## config.mk

```make
export PLATFORM = sky130hd
export DESIGN_NAME = art_ctrl
export DESIGN_NICKNAME = d
export VERILOG_FILES = /design/src/design/art_pkg.sv /design/src/design/art_ctrl.sv
export SDC_FILE = /design/constraint.sdc
export NUM_CORES = 1
export LEC_CHECK = 0
export BUFFER_PORTS_ARGS = -buffer_cell sky130_fd_sc_hd__buf_4
export CAP_MARGIN = 20
export CORE_AREA = 5 5 42 44
export DETAILED_ROUTE_END_ITERATION = 8
export DIE_AREA = 0 0 47 49
export GPL_TIMING_DRIVEN = 0
export PLACE_DENSITY = 0.3
export SLEW_MARGIN = 25
export SYNTH_ARGS = -nofsm -noshare
export SYNTH_HDL_FRONTEND = slang
export SYNTH_SLANG_ARGS = --single-unit
export TNS_END_PERCENT = 5
```

## constraint.sdc

```tcl
create_clock -name clock -period 1.1 [get_ports clock]
set_clock_uncertainty 0.2 [all_clocks]
set_input_delay 0.11 -clock clock [delete_from_list [all_inputs] [get_ports clock]]
set_output_delay 0.11 -clock clock [all_outputs]
set_load 0.05 [all_outputs]
```

## src/design/art_pkg.sv

```systemverilog
// Package: shared constants, status codes and control types of the allocation record table.
`timescale 1ns / 1ps
package art_pkg;

   localparam int CAPACITY   = 64;
   localparam int ADDR_WIDTH = 32;

   localparam int POS_W   = 32;
   localparam int SIZE_W  = 32;
   localparam int STAT_W  = 2;
   localparam int COUNT_W = 7;

   // key bits actually compared
   localparam int KEY_W = (ADDR_WIDTH < POS_W) ? ADDR_WIDTH : POS_W;
   // internal record counter, holds 0..CAPACITY
   localparam int CNT_W = $clog2(CAPACITY + 1);

   localparam logic CMD_ADD    = 1'b0;
   localparam logic CMD_REMOVE = 1'b1;

   localparam logic [STAT_W-1:0] ST_OK        = 2'd0;
   localparam logic [STAT_W-1:0] ST_NOT_FOUND = 2'd1;
   localparam logic [STAT_W-1:0] ST_FULL      = 2'd2;

   // controller to datapath
   typedef struct packed {
      logic capture;  // latch request beat
      logic commit;   // apply operation, load result register
   } art_cmd_type;

endpackage

```

## src/design/art_ctrl.sv

```systemverilog
// Controller: sequences capture, match and commit, and owns the response valid flag.
`timescale 1ns / 1ps
module art_ctrl import art_pkg::*; (
   input  logic        clock,
   input  logic        reset,
   input  logic        req_valid,
   output logic        req_ready,
   output logic        rsp_valid,
   input  logic        rsp_ready,
   output art_cmd_type ctl
);

   typedef enum logic [1:0] {
      S_IDLE,
      S_MATCH,
      S_EXEC
   } state_type;

   state_type state_ff, state_in;
   logic      rsp_valid_ff, rsp_valid_in;
   logic      can_load;

   assign can_load    = !rsp_valid_ff || rsp_ready;
   assign req_ready   = (state_ff == S_IDLE) || ((state_ff == S_EXEC) && can_load);
   assign ctl.capture = req_valid && req_ready;
   assign ctl.commit  = (state_ff == S_EXEC) && can_load;
   assign rsp_valid   = rsp_valid_ff;

   always_comb begin
      state_in     = state_ff;
      rsp_valid_in = rsp_valid_ff;
      if (rsp_ready) begin
         rsp_valid_in = 1'b0;
      end
      if (ctl.commit) begin
         rsp_valid_in = 1'b1;
      end
      case (state_ff)
         S_IDLE: begin
            if (ctl.capture) begin
               state_in = S_MATCH;
            end
         end
         S_MATCH: begin
            state_in = S_EXEC;
         end
         S_EXEC: begin
            if (ctl.capture) begin
               state_in = S_MATCH;
            end else if (ctl.commit) begin
               state_in = S_IDLE;
            end
         end
         default: begin
            state_in = S_IDLE;
         end
      endcase
   end

   always_ff @(posedge clock) begin
      if (reset) begin
         state_ff     <= S_IDLE;
         rsp_valid_ff <= 1'b0;
      end else begin
         state_ff     <= state_in;
         rsp_valid_ff <= rsp_valid_in;
      end
   end

endmodule

```

### After elaboration in Yosys (flattened, before gate mapping)

Cells that the tools add are included.

* reductions and logical operators: 8
* equal/unequal tests: 4
* multiplexer cells: 6

Operator list (count)
* $mux W2: 3
* $pmux W2 S3: 1
* $ne A3 B3 Y1 const B: 1
* $eq A2 B1 Y1 const B: 1
* $eq A2 B2 Y1 const B: 1
* $logic_and A1 B1 Y1: 2
* $logic_not A2 Y1: 1
* $logic_or A1 B1 Y1: 2
* $mux W1: 2
* $ne A2 B2 Y1 const B: 1
* $reduce_and A2 Y1: 1
* $reduce_bool A2 Y1: 1
* $logic_not A1 Y1: 1

* bits in registers: 3
* word-level logic and storage cells: 20
* output and inout port bits: 4
* input bits: 4

### Longest topological paths before layout

* word-level depth: 7
* gate-level depth with buffers: 3
* gate-level depth less buffers: 2

### Least setup slack after synthesis

No wires, ideal clock.

* kind: register to output
* from: reg rsp_valid_ff, in the netlist rsp_valid
* to: out ctl[1] (netlist name)
* path slack: -0.644 ns
* arrival time: 1.434 ns
* required time: 0.790 ns
* cell stages (with the launch flop): 3
* path through: dfxtp_1 and3b_4 nor3b_2

RTL lines
* start, declared: line art_ctrl.sv:20 `logic rsp_valid_ff, rsp_valid_in;`
* start signal, assigned: line art_ctrl.sv:66 `rsp_valid_ff <= rsp_valid_in;`
* end, declared: line art_ctrl.sv:10 `output art_cmd_type ctl`

==> results.md <==
- VDD IR-drop max: 0.4253 mV
- Library cells used by synthesis: 10
- Largest net degree at the start of global routing: 7
- Setup violators final: 4
- Vias: 153
- F_max: 0.6945 GHz
- Fin Hold WS: -0.02243 ns
- Critical Path Start Type: register
- Sequential area share after synthesis: a little over a third
- CP startpoint: rsp_valid
- Post-DRT Antenna Nets: 0
- First-pass GRT wire length: 655 um
- Clk root buf: clkbuf_4
- Wirelength per Cell: 8.178 um
- #FFs+latches synth: 3
- CP cell instances: and3b_4 -> nor3b_4 -> buf_6
- CP bufs+invs: 1
- Clock Sinks: 3
- Worst-margin pin slew: 0.1745 ns
- DR pass1 iterations: 3
- Max-Cap Viols: 0
- Grt total ovfl: 0
- Initial drt markers: 1
- DR vias/cell: 3.400
- Final hold vios: 2
- # nets final: 34
- Final min period: 1.440 ns
- Core Box Area: 1401 sq um
- Violated checks: negative hold slack, negative setup slack
- Leakage power figure: 0.1348 nW
- Pwr dens: 1168 nW/um^2
- DRT Wirelength: 368 um
- Final Non-Filler Cells: 45
- Post-CTS Hold Buffers: 2
- CP Class: reg -> out
- Diode count: 0
- Initial Util: between 10% and 20%
- DRC Markers: 0
- Top delay family on crit path: simple AND/OR/NAND/NOR gates
- Synth Cell Area: 166.4 sq um
- WP data arrival: 1.13 ns
- Clock buffer depth: 2
- Overall power: 396.2 uW
- Data required, critical path: 0.79 ns
- FF-to-FF Start: rsp_valid
- Mean Syn Cell Area: 11.09 sq um
- IO Pins: 8
- Die W: 47 um
- Fin. max-slew vios: 0
- Port bufs: 7
- Die height: slightly below 50 um
- FP Rows: 14
- CTS tree: done
- Post-synthesis cell count: 15
- CP Max Fanout: 4
- Share of cells above drive strength 1: roughly 72%
- Area Growth Syn to Fin: 103.8%
- Commonest non-fill, non-tap cells in the layout: buf_4 (5), clkbuf_4 (3), buf_6 (3)
- Unrepaired setup endpoints after global routing: yes
- Slew HR: just under 90%
- Net count after synthesis: 19
- CP max stage delay: 0.34 ns
- H-tree depth: 1
- Num CTS Buffers: 3
- Status: finished with violations
- Final core utilization: 24.20%
- Most common cell after layout, fill and taps aside: buf_4
- Initial antenna violation count: 0
- Worst setup EP type: output pin
- Final Cycle Share: 130.9%
- Hold crit path type: in -> reg
- Placed Instances: 38
- Number of global-route vias before repair: 179
- HP Start: rsp_ready
- Global placement routability congestion: 0.6732
- Clock Latency Late Sink: 0.23 ns
- Die area: 2303 sq um
- All-layer global routing usage: 4.155%
- Post-route setup slack: -0.3399 ns
- Slowest cell on crit path: dfxtp_4
- Synth warn: 0
- Clock transition at path regs: 0.04 ns
[worst reg2reg max path: stages (launching register included)]
cell	delay, ns
dfxtp_4	0.34
and3b_4	0.21
nor4b_4	0.20
[logic make-up after synthesis]
| group | Yosys count | synth area share (%) |
|---|---|---|
| AOI/OAI and AO/OA | 2 | 6.015 |
| buffers and inverters | 1 | 4.513 |
| and+or+nand+nor | 9 | 53.38 |
| DFF | 3 | 36.09 |
[cell usage after synthesis]
cell type	number	area share [%]
nand2b_1	3	11
buf_4	1	4.5
nand4bb_1	1	6.8
dfxtp_1	3	36
nor3b_2	1	7.5
and3b_4	1	7.5
a21oi_1	2	6.0
nor4b_4	1	14
nor2_1	1	2.3
nor2b_1	1	3.8
[registers in the layout (all words and copies together) (netlist names)]
register and count:
rsp_valid 1, state_ff 2
[what timing repair did]
item | in CTS | in global routing
endpoints found under the setup margin | 3 | 5
endpoints found under the hold margin | 3 | 1
resized for setup | 6 | 4
buffers inserted | 1 | 0
pin swaps | 1 | 1
cloned | 0 | 0
[worst paths after layout]
path | endpoint | slack [ns] | depth (start not counted)
min reg2reg | state_ff[0] | 0.29 | 1
max | ctl[1] | -0.34 | 3
min | state_ff[1] | -0.02 | 3
max reg2reg | state_ff[0] | 0.06 | 2
[metal layers]
layer  wire length [um]  part of all wire [%]  global-route usage (%)  vias up
met2                209                    57                   5.204        3
met1                141                    38                   4.615       71
met5                  0                     0                       0        -
met4                  0                     0                   5.530        0
li1                   -                     -                       -       79
met3                 17                   4.6                   1.107        0
[cell type report]
class,count,area [sq um]
fill,166,1062
buffer,1,7.507
timing repair buffer,10,98.84
clock buffer,4,26.28
sequential,3,68.82
tap,16,20.02
multi-input combinational,11,117.6
[stage by stage]
step                area [sq um]  setup TNS (ns)  setup WS, ns
floorplan                  178.9         -0.6106       -0.3219
global placement           251.5         -0.3793       -0.2156
detailed placement         251.5         -0.4083       -0.2238
CTS                        324.1          -1.051       -0.3501
global route               339.1          -1.145       -0.3783
finish                     339.1         -0.9503       -0.3399
[where the power goes]
part           switching (mW)  internal [mW]  leakage (nW)
registers             0.00882          0.112        0.0264
logic                  0.0408         0.0469        0.0934
clock network          0.0517          0.136        0.0150
total                   0.101          0.295         0.135
Power figures use the tool's default switching activity.
